`config.mk`:
```
export PLATFORM = sky130hd
export DESIGN_NAME = start_time_ordered_stack
export DESIGN_NICKNAME = d
export VERILOG_FILES = /design/src/rtl/core/stos_pkg.sv /design/src/rtl/core/start_time_ordered_stack.sv /design/src/rtl/core/stos_cell.sv
export SDC_FILE = /design/constraint.sdc
export NUM_CORES = 2
export LEC_CHECK = 0
export ABC_CLOCK_PERIOD_IN_PS = 6200
export BUFFER_PORTS_ARGS = -buffer_cell sky130_fd_sc_hd__buf_2
export CORE_ASPECT_RATIO = 0.5
export CORE_MARGIN = 2
export CORE_UTILIZATION = 55
export DETAILED_ROUTE_END_ITERATION = 8
export GPL_ROUTABILITY_DRIVEN = 0
export PLACE_DENSITY = 0.74
export SETUP_SLACK_MARGIN = 0.3
export SLEW_MARGIN = 10
export SYNTH_ARGS = -nofsm -noshare
export SYNTH_HDL_FRONTEND = slang
export SYNTH_SLANG_ARGS = --single-unit
```
`constraint.sdc`:
```
create_clock -name clk -period 6.2 [get_ports clk]
set_input_delay 0.31 -clock clk [delete_from_list [all_inputs] [get_ports clk]]
set_output_delay 0.31 -clock clk [all_outputs]
set_load 0.03 [all_outputs]
```
`src/rtl/core/stos_pkg.sv`:
```
// stos_pkg: shared types and codes for the start-time ordered stack.
// Used by stos_cell and start_time_ordered_stack; no dependencies.
package stos_pkg;

  // Operation codes carried on the input transaction
  typedef enum logic [1:0] {
    OP_INSERT = 2'd0,
    OP_PUSH   = 2'd1,
    OP_POP    = 2'd2,
    OP_PEEK   = 2'd3
  } op_t;

  // Command broadcast to every cell in the row
  typedef enum logic [1:0] {
    CMD_HOLD   = 2'd0,
    CMD_INSERT = 2'd1,
    CMD_PUSH   = 2'd2,
    CMD_POP    = 2'd3
  } cmd_t;

  // One stored entry
  typedef struct packed {
    logic [15:0] pid;
    logic [15:0] start_time;
  } entry_t;

  // Control bundle shared by all cells
  typedef struct packed {
    cmd_t   cmd;
    entry_t new_entry;
  } cell_ctrl_t;

endpackage

```
`src/rtl/core/start_time_ordered_stack.sv`:
```
// start_time_ordered_stack: top level, a row of stos_cell slots with a fill count
// and a registered result. Depends on stos_pkg and stos_cell.
//
// A bounded stack of (pid, start_time) entries held in a row of DEPTH cells with
// the top in cell 0. Each input transaction (ordered insert, push, pop or peek)
// yields exactly one result transaction, registered and presented the cycle after
// acceptance; a new transaction is taken every cycle as long as the result register
// is free or being emptied in that same cycle. The cycle time is set by the insert
// scan: every cell compares its start time with the new key at once, and the
// keep/shift decision ripples from cell 0 down the row, so that path grows with
// DEPTH. Entries beyond the fill count are never read, and an empty stack reports
// a top of zero.
module start_time_ordered_stack #(
  parameter int DEPTH = 16
) (
  input  logic        clk,
  input  logic        rst,
  input  logic        in_valid,
  output logic        in_stall,
  input  logic [1:0]  operation,
  input  logic [15:0] pid,
  input  logic [15:0] start_time,
  output logic        out_valid,
  input  logic        out_stall,
  output logic [15:0] top_pid,
  output logic [15:0] top_start_time,
  output logic        is_empty,
  output logic [4:0]  entry_count,
  output logic        overflow
);
  import stos_pkg::*;

  localparam int CW = $clog2(DEPTH + 1);

  logic [CW-1:0] count, count_next;
  logic          accept, full, empty, dropped;
  cell_ctrl_t    ctrl;
  entry_t        cell_q   [DEPTH];
  entry_t        cell_d   [DEPTH];
  logic          pass     [DEPTH+1];
  op_t           op;

  assign op       = op_t'(operation);
  assign in_stall = out_valid && out_stall;
  assign accept   = in_valid && !in_stall;
  assign full     = (count == CW'(DEPTH));
  assign empty    = (count == '0);

  // Decode the transaction into a row command and the next fill count
  always_comb begin
    ctrl.new_entry.pid        = pid;
    ctrl.new_entry.start_time = start_time;
    ctrl.cmd   = CMD_HOLD;
    count_next = count;
    dropped    = 1'b0;
    if (accept) begin
      case (op)
        OP_INSERT, OP_PUSH: begin
          if (full) begin
            dropped = 1'b1;
          end else begin
            ctrl.cmd   = (op == OP_INSERT) ? CMD_INSERT : CMD_PUSH;
            count_next = count + 1'b1;
          end
        end
        OP_POP: begin
          if (!empty) begin
            ctrl.cmd   = CMD_POP;
            count_next = count - 1'b1;
          end
        end
        default: ctrl.cmd = CMD_HOLD;
      endcase
    end
  end

  // Row of cells, top at index 0
  assign pass[0] = 1'b1;

  for (genvar k = 0; k < DEPTH; k++) begin : g_cell
    entry_t above, below;
    logic   occ;

    assign occ = (count > CW'(k));

    if (k == 0) begin : g_first
      assign above = '0;
    end else begin : g_mid
      assign above = cell_q[k-1];
    end

    if (k == DEPTH - 1) begin : g_last
      assign below = '0;
    end else begin : g_inner
      assign below = cell_q[k+1];
    end

    stos_cell u_cell (
      .clk         (clk),
      .ctrl        (ctrl),
      .occupied    (occ),
      .pass_in     (pass[k]),
      .above_entry (above),
      .below_entry (below),
      .pass_out    (pass[k+1]),
      .entry       (cell_q[k]),
      .entry_next  (cell_d[k])
    );
  end

  // Fill count and result valid
  always_ff @(posedge clk) begin
    if (rst) begin
      count     <= '0;
      out_valid <= 1'b0;
    end else begin
      count <= count_next;
      if (accept) begin
        out_valid <= 1'b1;
      end else if (!out_stall) begin
        out_valid <= 1'b0;
      end
    end
  end

  // Result payload
  always_ff @(posedge clk) begin
    if (accept) begin
      if (count_next == '0) begin
        top_pid        <= '0;
        top_start_time <= '0;
      end else begin
        top_pid        <= cell_d[0].pid;
        top_start_time <= cell_d[0].start_time;
      end
      is_empty    <= (count_next == '0);
      entry_count <= 5'(count_next);
      overflow    <= dropped;
    end
  end

`ifndef ASSERT_OFF
  a_count_bound: assert property (@(posedge clk) disable iff (rst)
    count <= CW'(DEPTH))
    else $error("fill count above depth");

  a_overflow_full: assert property (@(posedge clk) disable iff (rst)
    out_valid && overflow |-> full)
    else $error("overflow reported while not full");

  a_empty_zero: assert property (@(posedge clk) disable iff (rst)
    out_valid && is_empty |-> (top_pid == '0) && (top_start_time == '0))
    else $error("empty stack reports nonzero top");

  a_push_grows: assert property (@(posedge clk) disable iff (rst)
    accept && (op == OP_PUSH) && !full |=> count == $past(count) + 1'b1)
    else $error("push did not grow the stack");

  a_push_top: assert property (@(posedge clk) disable iff (rst)
    accept && (op == OP_PUSH) && !full |=> out_valid && (top_pid == $past(pid)))
    else $error("pushed entry not on top");
`endif

endmodule

```
`src/rtl/core/stos_cell.sv`:
```
// stos_cell: one slot of the ordered stack; cell 0 is the top.
// Depends on stos_pkg for the entry and control types.
module stos_cell (
  input  logic                clk,
  input  stos_pkg::cell_ctrl_t ctrl,
  input  logic                occupied,    // slot is below the fill count
  input  logic                pass_in,     // insert scan: every cell above kept its entry
  input  stos_pkg::entry_t    above_entry, // entry of the neighbor toward the top
  input  stos_pkg::entry_t    below_entry, // entry of the neighbor toward the bottom
  output logic                pass_out,
  output stos_pkg::entry_t    entry,
  output stos_pkg::entry_t    entry_next
);
  import stos_pkg::*;

  logic later;  // stored start time is later than the new one

  // Compare against the broadcast key
  assign later = occupied && (entry.start_time > ctrl.new_entry.start_time);

  // Scan continues downward only for an insert past an earlier-or-equal entry
  assign pass_out = (ctrl.cmd == CMD_INSERT) && pass_in && occupied && !later;

  // Slot update: keep, load the new entry, or shift from a neighbor
  always_comb begin
    case (ctrl.cmd)
      CMD_INSERT, CMD_PUSH: begin
        if (pass_in) begin
          if ((ctrl.cmd == CMD_INSERT) && occupied && !later) begin
            entry_next = entry;
          end else begin
            entry_next = ctrl.new_entry;
          end
        end else begin
          entry_next = above_entry;
        end
      end
      CMD_POP:  entry_next = below_entry;
      default:  entry_next = entry;
    endcase
  end

  always_ff @(posedge clk) begin
    entry <= entry_next;
  end

endmodule
```
After elaboration in Yosys (flattened, before gate mapping) --
Index checks and enable logic that the tools add are counted.
Word-level totals: bits in registers 557, input bits 38
Cells by class: reduce and logical (&&, ||, !) cells 130, equality and inequality tests 22, $lt $le $gt $ge 32, add/subtract/negate cells 2, mux-type cells 59
Operators with widths (number):
- $pmux W32 S2 | 16
- $mux W32 | 31
- $gt A16 B16 Y1 | 16
- $logic_and A1 B1 Y1 | 92
- $ne A3 B3 Y1 const B | 15
- $gt A5 B4 Y1 const B | 8
- $reduce_and A2 Y1 | 15
- $gt A5 B3 Y1 const B | 4
- $logic_not A1 Y1 | 17
- $mux W5 | 3
- $gt A5 B1 Y1 const B | 2
- $gt A5 B2 Y1 const B | 2
- $logic_not A5 Y1 | 2
- $pmux W5 S2 | 1
- $mux W2 | 4
- $eq A2 B2 Y1 const B | 3
- $add A5 B1 Y5 const B | 1
- $eq A5 B5 Y1 const B | 1
- $sub A5 B1 Y5 const B | 1
- $eq A2 B1 Y1 const B | 2
- $pmux W2 S2 | 1
- $reduce_or A2 Y1 | 2
- $mux W1 | 3
- $logic_not A2 Y1 | 1
- 2 further kinds | 2

Longest topological paths before layout --
word-level depth 52, depth in mapped cells 21

Hierarchy --
From an unflattened synthesis, not the netlist that was laid out.
Unflattened totals: cell total of the unflattened synthesis 6108, area, all modules 49485.0 um^2
By module, submodules not included:
- stos_cell at g_cell[0].u_cell ... | seq. area each 640.6 um^2, area an instance 2915.3 um^2, cells an instance 385, times used 11
- stos_cell at g_cell[5].u_cell ... | seq. area each 640.6 um^2, area an instance 2989.1 um^2, cells an instance 329, times used 5
- start_time_ordered_stack | seq. area each 1291.2 um^2, area an instance 2471.1 um^2, cells an instance 228, times used 1

Worst setup path before layout --
OpenSTA, ideal clock, no wires.
path type register to register, start register out_valid, end register g_cell[9].u_cell.entry[0] in the netlist's numbering, enable pin, arrival time 6.281 ns, slack -0.522 ns, buffers on the path 6, cell stages (with the launch flop) 18, setup time 0.441 ns, cells stage by stage dfxtp_1 nand2_1 and2_1 clkbuf_1 o21ai_0 or2_2 ha_1 buf_2 nand3b_1 a211oi_1 a31oi_1 buf_2 a21oi_1 buf_2 and4_1 buf_2 clkbuf_1 a31oi_1
Between the ends: longest elaborated chain between the ends 33
RTL lines:
- start, declared | line start_time_ordered_stack.sv:23 | output logic out_valid,
- start signal, assigned | line start_time_ordered_stack.sv:115 | out_valid <= 1'b0;
- start signal, assigned | line start_time_ordered_stack.sv:119 | out_valid <= 1'b1;
- start signal, assigned | line start_time_ordered_stack.sv:121 | out_valid <= 1'b0;
- $logic_and A1 B1 Y1 * | line start_time_ordered_stack.sv:44 | assign in_stall = out_valid && out_stall;
- $logic_not A1 Y1 * | line start_time_ordered_stack.sv:45 | assign accept = in_valid && !in_stall;
- $logic_and A1 B1 Y1 * | line start_time_ordered_stack.sv:45
- named net accept | line start_time_ordered_stack.sv:36 | logic accept, full, empty, dropped;
- $mux W2 * | line start_time_ordered_stack.sv:56 | if (accept) begin
- $eq A2 B1 Y1 | line stos_cell.sv:22, stos_cell.sv:26, stos_cell.sv:29
- $logic_and A1 B1 Y1 (26 in a row) | line stos_cell.sv:22 | assign pass_out = (ctrl.cmd == CMD_INSERT) && pass_in && occupied && !later;
- $ne A3 B3 Y1 (no source line)
- $reduce_and A2 Y1 (no source line) *
- end signal, assigned | line stos_cell.sv:44 | entry <= entry_next;
- end, declared | line stos_cell.sv:11 | output stos_pkg::entry_t entry,
The timed path passes the listed nets; every way through them passes the cells marked *. A chain may end at the register's enable or synchronous reset.

==> summary.md <==
| Metric | Value |
|---|---|
| DR iter-0 viols | `4951` |
| Netlist cell types | `76` |
| Final core occ | `60.6%` |
| Largest net degree at the start of global routing | `219` |
| Minimum clock period | `5620 ps` |
| WL final | `103 mm` |
| Ys async rst share | `0%` |
| Clock transition at path regs | `70 ps` |
| WP data required | `6540 ps` |
| Wire per inst | `24.7 µm` |
| Vias in the first global route | `27000` |
| Vias | `28800` |
| Hold Fails Final Rpt | `0` |
| Post-synth top flop | `edfxtp_1` |
| RSZ-0062 raised after global routing | `yes` |
| Clk Latency, worst-skew pair | `620 ps` |
| Cells after synthesis | `3362` |
| Max-slew violations | `0` |
| Avg Cell Area, Syn | `10.5 µm²` |
| Critical path class | `flip-flop to flip-flop` |
| H-Tree Depth | `2` |
| First-pass GRT wire length | `158 mm` |
| Finished Layout Cells | `4156` |
| TNS Setup | `0 ps` |
| Synthesis-to-finish area growth | `8.54%` |
| FP Rows | `65` |
| Max Clk Rate | `178 MHz` |
| Cell Count Post-Placement | `4050` |
| Register area share after synthesis | `46.3%` |
| Mux contribution to synthesized area | `8.62%` |
| Post-Syn Nets | `3665` |
| Hold Worst Slack | `56.0 ps` |
| Lkg Pwr | `14.3 nW` |
| Number of synthesized flops with an enable pin | `519` |
| Post-Synth Simple-Gate Area | `9.47%` |
| Largest family of logic cells by synthesized area | `compound AO/OA/AOI/OAI gates` |
| Setup ws final | `581 ps` |
| I/O pin count | `79` |
| Nets | `3579` |
| Initial antenna violation count | `2` |
| Die width | `362 µm` |
| Tcrit/Tclk final | `90.6%` |
| GRT Overall Usage | `30.2%` |
| # port buffers | `78` |
| Pre-CTS WS | `358 ps` |
| Clk_skew | `26.1 ps` |
| Root Driver | `clkbuf_16` |
| Die H | `183 µm` |
| Worst-case reg-to-reg path depth | `16` |
| Final setup fails | `0` |
| Via density | `6.92` |
| Gr ovfl total | `0` |
| Pwr Total | `10.0 mW` |
| Outcome | `finished, final reports clean` |
| Share of cells above drive strength 1 | `9.52%` |
| Detailed-placement wirelength estimate | `70.4 mm` |
| Data arrival, critical path | `5960 ps` |
| DRT antenna net count | `0` |
| CTS tree | `done` |
| Adder-cell share of the synthesized area | `9.39%` |
| Synth Area in Compound Gates | `22.0%` |
| # Max-Cap Violations | `0` |
| R2R Setup Slk | `580 ps` |
| Starting Density | `55.8%` |
| Post-Synth XOR/XNOR Area | `0.0248%` |
| Yosys reg bits | `557` |
| Hold path cells | `2` |
| Worst Hold Class | `primary input to flip-flop` |
| Yosys warns | `0` |
| Area occupied by multi-input gates | `17800 µm²` |
| CTS Buf Count | `53` |
| Sequential cell area | `16300 µm²` |
| First-pass detailed-route iteration total | `6` |
| Core area | `63300 µm²` |
| Worst vdd ir | `0.227 mV` |
| Crit Path Max Fanout | `35` |
| DP Area | `36500 µm²` |
| Max transition margin | `17.0%` |
| Least-Margin Pin Slew | `1250 ps` |
| Startpoint class of the critical path | `flip-flop` |
| Filler cells | `5056` |
| Clk buf depth | `3` |
| Full die area | `66400 µm²` |
| CTS Sinks | `557` |
| Post-route cell area | `38300 µm²` |
| Worst setup EP type | `flip-flop` |
| Pwr Density | `261 nW/µm²` |
| # DRC | `0` |
| Netlist Area Pre-Place | `35300 µm²` |
==> power by group <==
part	internal (mW)	total (mW)	switching (mW)
Combinational	0.621	1.72	1.10
Clock	1.90	3.38	1.48
Sequential	4.62	4.91	0.294
Total	7.14	10.0	2.87
==> metal layers <==
| layer | vias up | routed length [µm] | global-route usage, % |
|---|---|---|---|
| met1 | 13700 | 44500 | 47.6 |
| met5 | - | 0 | 0 |
| met2 | 1940 | 41300 | 41.5 |
| met3 | 179 | 15000 | 6.82 |
| li1 | 12900 | - | - |
| met4 | 0 | 1940 | 6.80 |
==> registers in the layout, indices dropped and copies added (netlist names) <==
name and flops:
out_valid 1, overflow 1, top_pid 16, count 5, is_empty 1, top_start_time 16, g_cell.u_cell.entry 512, entry_count 5
==> logic make-up (layout without fill, tap and decap cells) <==
kind of cell / count (synthesis) / count (layout)
compound gates: 1173 / 1173
flops: 557 / 557
xor+xnor: 1 / 1
buf+inv: 367 / 323
other cells: 0 / 1
fa+ha+maj: 265 / 265
simple gates: 699 / 699
mux: 300 / 300
==> Yosys cell counts (19+ instances only) <==
cell type    n  area share (%)
a21o_1      27            0.57
a21oi_1    124             1.8
a22oi_1     69             1.5
a2bb2oi_1  154             3.8
a31oi_1    107             1.9
a41oi_1     98             2.4
and2_1      50            0.89
buf_1       19            0.20
buf_2       54            0.76
clkbuf_1   233             2.5
dfxtp_1     38             2.2
edfxtp_1   519              44
ha_1       265             9.4
inv_1       51            0.54
mux2i_1    267             7.6
nand2_1    338             3.6
nand3_1     60            0.85
nand4_1     39            0.69
nor2_1      92            0.98
nor3b_1     32            0.68
o21ai_0    398             5.6
o31ai_1     97             2.1
==> worst max-delay path, stage by stage (launching register included) <==
cell and delay [ps]:
dfxtp_1 420, inv_1 170, ha_1 190, or4b_1 520, and3b_1 290, o21ai_0 370
or2_2 220, ha_1 340, nand3b_1 160, a211oi_2 350, a31oi_4 300, a21oi_4 310
buf_8 370, nand4_1 390, buf_4 410, o31ai_1 390, a2bb2oi_1 130
==> cell usage in the layout, fill, tap and decap left out, types with 57 or more instances in the layout <==
cell type / instances
o21ai_0: 396
a21oi_1: 116
a22oi_1: 69
buf_2: 78
buf_4: 84
a41oi_1: 97
edfxtp_1: 519
nand3_1: 57
nand2_1: 337
a2bb2oi_1: 154
ha_1: 263
mux2i_1: 267
a31oi_1: 101
nor2_1: 88
o31ai_1: 97
==> area by class of cell <==
cell class | instances | area share [%]
timing repair buffer | 173 | 3.17
tap | 837 | 2.73
sequential | 557 | 42.6
clock inverter | 23 | 0.659
antenna | 1 | 0.00653
multi-input combinational | 2438 | 46.3
clock buffer | 74 | 3.93
inverter | 53 | 0.538
==> worst paths after layout <==
kind	from	end
max	count[1]	g_cell[12].u_cell.entry[18]
min	operation[1]	overflow
max reg2reg	count[1]	g_cell[12].u_cell.entry[18]
min reg2reg	g_cell[0].u_cell.entry[28]	g_cell[0].u_cell.entry[28]
==> timing repair <==
action	4_1_cts	5_1_grt
endpoints found under the setup margin	0	333
setup buffers	0	6
hold buffers	2	0
hold endpoints to repair	6	0
gates resized for setup	0	10
(Power assumes the default switching activity.)
